`src/hw/rtl/tqg_div.sv`:
```
// Pipelined restoring divider, a fixed number of quotient bits per stage.
// Depends on nothing; stage enables come from the owner's stall chain.
`timescale 1ns / 1ps
module tqg_div #(
   parameter int DEN_W  = 9,
   parameter int Q_W    = 18,
   parameter int STAGES = 6
) (
   input  logic                   clock,
   input  logic [STAGES-1:0]      en,
   input  logic [DEN_W+Q_W-1:0]   num,
   input  logic [DEN_W-1:0]       den,
   output logic [Q_W-1:0]         quo,
   output logic [DEN_W-1:0]       rem
);
   // numerator must satisfy num < den * 2**Q_W
   localparam int SPS = Q_W / STAGES;

   logic [DEN_W-1:0] rem_ff [STAGES];
   logic [DEN_W-1:0] rem_in [STAGES];
   logic [Q_W-1:0]   work_ff [STAGES];
   logic [Q_W-1:0]   work_in [STAGES];
   logic [DEN_W-1:0] den_ff [STAGES];
   logic [DEN_W-1:0] den_in [STAGES];

   // shift in numerator bits, subtract where the partial remainder allows
   always_comb begin
      logic [DEN_W-1:0] r;
      logic [Q_W-1:0]   w;
      logic [DEN_W-1:0] d;
      logic [DEN_W:0]   tr;
      logic             qb;
      for (int s = 0; s < STAGES; s++) begin
         if (s == 0) begin
            r = num[DEN_W+Q_W-1:Q_W];
            w = num[Q_W-1:0];
            d = den;
         end else begin
            r = rem_ff[s-1];
            w = work_ff[s-1];
            d = den_ff[s-1];
         end
         for (int k = 0; k < SPS; k++) begin
            tr = {r, w[Q_W-1]};
            if (tr >= {1'b0, d}) begin
               tr = tr - {1'b0, d};
               qb = 1'b1;
            end else begin
               qb = 1'b0;
            end
            r = tr[DEN_W-1:0];
            w = {w[Q_W-2:0], qb};
         end
         rem_in[s]  = r;
         work_in[s] = w;
         den_in[s]  = d;
      end
   end

   // advance each stage on its enable
   always_ff @(posedge clock) begin
      for (int s = 0; s < STAGES; s++) begin
         if (en[s]) begin
            rem_ff[s]  <= rem_in[s];
            work_ff[s] <= work_in[s];
            den_ff[s]  <= den_in[s];
         end
      end
   end

   assign quo = work_ff[STAGES-1];
   assign rem = rem_ff[STAGES-1];

endmodule

```
`config.mk`:
```
export PLATFORM = sky130hd
export DESIGN_NAME = tqg_div
export DESIGN_NICKNAME = d
export VERILOG_FILES = /design/src/hw/rtl/tqg_div.sv
export SDC_FILE = /design/constraint.sdc
export NUM_CORES = 1
export LEC_CHECK = 0
export ABC_AREA = 1
export BUFFER_PORTS_ARGS = -buffer_cell sky130_fd_sc_hd__buf_2
export CORE_MARGIN = 3
export CORE_UTILIZATION = 47
export DETAILED_ROUTE_END_ITERATION = 10
export SETUP_SLACK_MARGIN = 0.4
export SLEW_MARGIN = 20
export SYNTH_ARGS = -nofsm -noshare
export SYNTH_HDL_FRONTEND = slang
export SYNTH_SLANG_ARGS = --single-unit
```
`constraint.sdc`:
```
create_clock -name clock -period 13.3 [get_ports clock]
set_input_delay 1.995 -clock clock [delete_from_list [all_inputs] [get_ports clock]]
set_output_delay 1.995 -clock clock [all_outputs]
set_load 0.02 [all_outputs]
```
Word level (Yosys, flattened, before mapping)
Memories as Yosys holds them, arrays and structs flattened.
Index checks and enable logic that the tools add are counted.

word-level totals
  flip-flop bits (word level) = 0
  RAM bits = 216
  input port bits = 43
  output and inout port bits = 27
  word-level logic and storage cells = 87
  memories = 3

operators by class
  add/subtract/negate cells = 18
  $lt $le $gt $ge = 18
  muxes and demuxes = 48

memories
  name     words  width  read ports  clocked after memory_dff  wr ports  RTL line  text
  work_ff  6      18     6           0                         6         21        logic [Q_W-1:0] work_ff [STAGES];
  den_ff   6      9      5           0                         6         23        logic [DEN_W-1:0] den_ff [STAGES];
  rem_ff   6      9      6           0                         6         19        logic [DEN_W-1:0] rem_ff [STAGES];

operators with widths
  operator                                                       count
  10-bit by 9-bit greater-or-equal comparator with 1-bit output  18
  9-bit 2-to-1 mux                                               18
  9-bit subtractor                                               18
  1-bit 2-to-1 mux                                               30

Depth between registers and ports, before layout
Gate-level depths: netlist (run 1).

  depth in word-level cells = 6
  mapped depth = 36
  gate-level depth less buffers = 34

Least setup slack after synthesis (run 1)
No wires, ideal clock.

  kind = input -> register
  start point = in num[17]
  end point = mem rem_ff[0][1] (data pin)
  library setup time = 252 ps
  arrival = 6,057 ps
  required time = 13,048 ps
  path slack = 6,991 ps
  stages on the path = 32
  path buffers = 1
  cell sequence = inv_1 ha_1 inv_1 fa_1 nand3_1 nand3_2 nand2_2 nand2_2 a21oi_2 o21ai_0 ha_1 nand2_1 inv_1 a21oi_1 nand2_1 a21oi_2 nand2_2 nor2_8 buf_8 nand2_1 o21ai_2 ha_1 a21oi_1 nand2_1 nand2_1 nand3_1 o21ai_1 inv_1 nor2_1 nand3_2 nand2_1 nand2_1

RTL lines
  element      RTL line  text
  from (decl)  11        input logic [DEN_W+Q_W-1:0] num,
  to (decl)    19

==> run metrics, run 1 <==
status=finished clean; Post-synth EDFFs=207; clock root cell=clkbuf_16; area of the multi-input gates=about 9000 um^2; initial antenna violation count=0; share of cells above drive strength 1=0.119; FFs w/ async S/R, synth=0; routed wire length=about 37 mm; unrepaired setup endpoints after global routing=no; Overall Global Routing Usage=0.202; most frequent cells in the layout=nand2_1 (625), inv_1 (233), edfxtp_1 (207); DR WL/cell=between 10 and 15 um; Fin Setup TNS=0 ns; relative slew slack=0.354; cts repair resizes=0; vias per cell=a little over 5; initial core utilization=0.479; GR Util met3=0.0244; Max Cap Violations=0; Synth area leader=edfxtp_1; endpoint class of the critical path=flip-flop; # diodes=0; CTS hold repair buffers=0; row cnt=67; Hold Violations, Final=0; IO Pins=70; synth warn=0; met2 Usage GRT=0.343; Filler Cells Inserted=~3100; period utilisation layout=0.489; Clock transition at path regs=~0.060 ns; most used cell, CP=nand2_1; largest net degree at the start of global routing=37; Worst Path Arrival=6.89 ns; Post-Syn Instances=about 1900; commonest non-fill, non-tap cell in the layout=nand2_1; Slew Limit Fails=0; Crit path required time=around 14 ns; antenna-violating nets left=0; Die H=~190 um; crit path launch type=primary input; clk sinks=207; total grt overflow=0; postcts setup bufs=0; Iteration-0 DRC Markers=between 700 and 800; type of the worst min-delay path=reg2reg; Die ar.=roughly 36000 um^2; synthesized area=between 15000 and 20000 um^2; register bit total from synthesis=between 200 and 250; synth unique cells=37; area grow syn2layout=9.65%; residual DRC count=0; reg2reg setup slack=roughly 7.6 ns; post-layout min period=6.51 ns; CTS tree=built; clock buffer depth=3; Crit-path slowest cell=fa_1; synthesized net count=between 2000 and 2500; FMAX=154 MHz; first-pass iteration count of the detailed router=7; syn_area_per_cell=approximately 8.4 um^2; FF/Latch Area=between 6000 and 7000 um^2; CTS H-tree depth=1; crit path max fanout=16; total number of vias=~13000; post-synthesis sequential area ratio=0.386; GPL Wtd Cong=between 0.8 and 0.9; Top Usage Layer GRT=met2; Setup Crit Path Kind=in2reg; DP HPWL=29.7 mm; Top FF cell, synth=edfxtp_1; setup violators final=0; floorplan core area=33600 um^2; first-pass GRT wire length=roughly 60 mm; vias in the first global route=approximately 12000; port bufs=69; top cell type's share of synthesized area=0.386; number of clock buffers inserted by TritonCTS=24; Worst-Margin Slew=between 0.9 and 1 ns; Die Wd=about 190 um; largest cells by area after synthesis=edfxtp_1 (39%), nand2_1 (15%), ha_1 (13%), inv_1 (5.4%), xor2_1 (3.5%); Layout Skew=about 0.020 ns; GR Layer Usage met1=0.280; clk_lat worst skew=0.52 ns; nets=2213; CP max stage delay=0.42 ns
[kinds of logic after synthesis]
family,after synthesis,share of synthesized area
fa+ha+maj,180,0.148
compound gates,205,0.0814
buf+inv,251,0.0629
simple gates,961,0.266
xor+xnor,101,0.0550
flops,207,0.386
[metrics by stage]
step / std cells / hold slack [ns] / area, um^2 / setup slack, ns / util
6_report: 2454 / 0.403 / 17600 / 6.79 / 0.525
5_1_grt: 2454 / 0.422 / 17600 / 6.09 / 0.525
4_1_cts: 2454 / 0.405 / 17600 / 6.81 / 0.525
3_5_place_dp: 2412 / 0.405 / 16900 / 6.27 / 0.502
3_3_place_gp: 2412 / 0.401 / 16900 / 6.43 / 0.502
2_1_floorplan: 1905 / 0.400 / 16100 / 6.99 / -
[state kept, by name (all words and copies together), names as in the netlist]
signal / cells
work_ff: 108
rem_ff: 54
den_ff: 45
[worst paths after layout]
kind | startpoint | endpoint | cells after the start
hold / removal | work_ff[4][0] | work_ff[5][3] | 0
setup / recovery | num[17] | rem_ff[0][6] | 33
setup reg to reg | work_ff[0][17] | rem_ff[1][1] | 32
hold reg to reg | work_ff[4][0] | work_ff[5][3] | 0
[cell type report]
class | instances | area share
Sequential cell | 207 | 0.352
Clock buffer | 28 | 0.0361
Timing Repair Buffer | 69 | 0.0196
Inverter | 241 | 0.0513
Clock inverter | 14 | 0.00667
Tap cell | 448 | 0.0318
Multi-Input combinational cell | 1447 | 0.502
[metal layers]
metal,routed length (um),up-vias
met5,0,-
met4,737,0
met3,1540,53
met2,17100,233
met1,17200,5784
li1,-,6526
[worst max-delay path: cells and delay by family]
| kind | cells | cell delay [ns] |
|---|---|---|
| compound gates | 7 | 1.25 |
| fa+ha+maj | 4 | 1.24 |
| simple gates | 17 | 2.05 |
| buf+inv | 5 | 0.31 |
[cell usage after synthesis, types with 5 or more instances]
master,count
nand2_1,625
inv_1,233
edfxtp_1,207
ha_1,162
nor2_1,98
nand3_1,96
a21oi_1,81
xor2_1,64
o21ai_2,39
xnor2_1,37
nand4_1,32
nand2_2,24
nand3_2,24
nor3_1,22
o21ai_0,19
fa_1,18
a21o_1,16
a31oi_1,15
o21ai_1,12
or2_2,11
a21oi_2,10
inv_2,8
nand3b_1,8
nor2_4,8
o211ai_1,6
nor2_2,5
Power of run 1 is left out: the tool's default activity adds up to more than one toggle a clock period on the data nets, which glitch-free logic cannot reach.
==> run 2, diff against run 1 <==
Clock period 13.3 ns to 6.2 ns, I/O delays scaled along.
==> run 2 against run 1 <==
  * Setup slack worse by 6.0 ns
  * Die area did not move
  * Cell count increased by 1.3%
  * Sequential share of layout area down 0.87 points
  * Design area grew 2.5%
  * Register-to-register slack got worse by 6.8 ns
  * Non-clock buffer count rose by 24
  * Routed wire length grew 3.2%
  * Core utilization increased by 1.3 points
==> run metrics, run 2 (synthesis gave the netlist of run 1 again) <==
CTS H-tree depth=1 (unchanged); Slew Limit Fails=0 (unchanged); DR WL/cell=15.2 um (was 14.9 um); Hold Crit Depth=0 (unchanged); # diodes=0 (unchanged); cell count of the worst reg-to-reg path=31 (was 32); WP buf/inv=5 (unchanged); post-layout min period=around 5.4 ns; status=finished clean (unchanged); Filler Cells Inserted=3094 (was 3122); relative slew slack=0.381 (was 0.354); commonest non-fill, non-tap cell in the layout=nand2_1 (unchanged); antenna-violating nets left=0 (unchanged); Worst Path Arrival=5.79 ns (was 6.89 ns); Hold Violations, Final=0 (unchanged); reg2reg setup slack=0.79 ns (was 7.59 ns); crit path launch type=flip-flop (was primary input); initial antenna violation count=0 (unchanged); share of cells above drive strength 1=0.142 (was 0.119); IO Pins=70 (unchanged); CP max stage delay=0.45 ns (was 0.42 ns); Die ar.=36500 um^2 (unchanged); GPL Wtd Cong=0.914 (was 0.898); initial core utilization=0.479 (unchanged); Setup Crit Path Kind=reg2reg (was in2reg); nets=2242 (was 2213); vias per cell=5.14 (was 5.13); Crit path required time=6.59 ns (was 13.68 ns); most used cell, CP=nand2_1 (unchanged); CTS tree=built (unchanged); hold endpoint=work_ff[1][5] (was work_ff[5][3]); largest net degree at the start of global routing=37 (unchanged); total grt overflow=0 (unchanged); first-pass GRT wire length=60.7 mm (was 60.0 mm); routed wire length=37.8 mm (was 36.6 mm); row cnt=67 (unchanged); total number of vias=12800 (was 12600); Reg2Reg Capture Point=rem_ff[2][8] (was rem_ff[1][1]); number of clock buffers inserted by TritonCTS=25 (was 24); Overall Global Routing Usage=0.205 (was 0.202); setup violators final=0 (unchanged); Fin Setup TNS=0 ns (unchanged); Die H=191 um (unchanged); Iteration-0 DRC Markers=728 (was 746); Crit-path slowest cell=edfxtp_1 (was fa_1); first-pass iteration count of the detailed router=6 (was 7); residual DRC count=0 (unchanged); area grow syn2layout=12.4% (was 9.65%); FMAX=approximately 180 MHz; max FFs per register=108 (unchanged); CTS hold repair buffers=0 (unchanged); most frequent cells in the layout=nand2_1 (625), inv_1 (228), edfxtp_1 (207) (was nand2_1 (625), inv_1 (233), edfxtp_1 (207)); clk_lat worst skew=0.53 ns (was 0.52 ns); unrepaired setup endpoints after global routing=yes (was no); endpoint class of the critical path=flip-flop (unchanged); port bufs=69 (unchanged); Worst-Margin Slew=0.928 ns (was 0.969 ns); period utilisation layout=0.872; Hold WS=0.413 ns (was 0.403 ns); type of the worst min-delay path=reg2reg (unchanged); floorplan core area=33600 um^2 (unchanged); vias in the first global route=12000 (about the same); DP HPWL=29.8 mm (was 29.7 mm); top sig layer=met4 (unchanged); crit path max fanout=9 (was 16); Largest regs=work_ff: 108 flops, rem_ff: 54 flops, den_ff: 45 flops (unchanged); Clock transition at path regs=0.06 ns (about the same); Crit path max-delay family=simple AND/OR/NAND/NOR gates (unchanged); FF-to-FF Start=work_ff[1][17] (was work_ff[0][17]); clock root cell=clkbuf_16 (unchanged); DR WL met3=1.59 mm (was 1.54 mm); worst hold start=work_ff[0][2] (was work_ff[4][0]); Layout Skew=0.0118 ns (was 0.0199 ns); core occupancy in the finished layout=0.538 (was 0.525); routed wl met2=17.2 mm (was 17.1 mm); Die Wd=191 um (unchanged); clock buffer depth=3 (unchanged); Max Cap Violations=0 (unchanged); most flop-heavy register=work_ff (unchanged); met1 WL=18.0 mm (was 17.2 mm); clk sinks=207 (unchanged)
run 2: changes by cell type in the layout (fill, tap and decap cells not counted), sizes merged:
cell,previous run,this run
a21oi,92,93
buf,69,93
bufinv,2,4
clkinv,11,10
clkinvlp,1,2
inv,241,243
nor2,115,118
run 2: how the worst max path moves through the flow:
stage / endpoint / startpoint / slack [ns] / depth (start not counted)
after global placement: rem_ff[0][3] / den[0] / 0.41 / 32
after CTS: rem_ff[2][7] / work_ff[1][17] / 0.45 / 29
after floorplan: rem_ff[0][1] / num[17] / 0.96 / 32
final: rem_ff[2][8] / work_ff[1][17] / 0.79 / 31
after global routing: rem_ff[1][2] / work_ff[0][17] / 0.35 / 34
after detailed placement: rem_ff[0][5] / den[0] / 0.29 / 30
run 2: routing by layer:
| metal | track usage | up-vias |
|---|---|---|
| met4 | 0.0539 | 0 |
| met2 | 0.344 | 270 |
| met1 | 0.284 | 5850 |
| met5 | 0 | - |
| met3 | 0.0224 | 53 |
| li1 | - | 6608 |
run 2: metrics by stage:
| step | instance area, um^2 | std cells | setup WS [ns] |
|---|---|---|---|
| 6_report | 18100 | 2486 | 0.792 |
| 5_1_grt | 18100 | 2486 | 0.349 |
| 4_1_cts | 17700 | 2459 | 0.453 |
| 3_5_place_dp | 16900 | 2413 | 0.287 |
| 3_3_place_gp | 16900 | 2413 | 0.412 |
| 2_1_floorplan | 16100 | 1905 | 0.956 |
run 2: layout make-up:
type | count | area, um^2 | area share
well taps | 448 | 561 | 0.0310
clock buffers | 28 | 637 | 0.0352
repair buffers | 93 | 563 | 0.0311
multi-input cells | 1451 | 9000 | 0.498
clock inverters | 18 | 205 | 0.0113
inverters | 241 | 908 | 0.0502
flip-flops and latches | 207 | 6220 | 0.344
run 2: what timing repair did:
item                                    in CTS  in global routing
buffers inserted                             0                 23
endpoints found under the setup margin       0                 58
gates resized for setup                      0                 27
hold endpoints to repair                     0                  0
Power of run 2 is left out for the same reason.
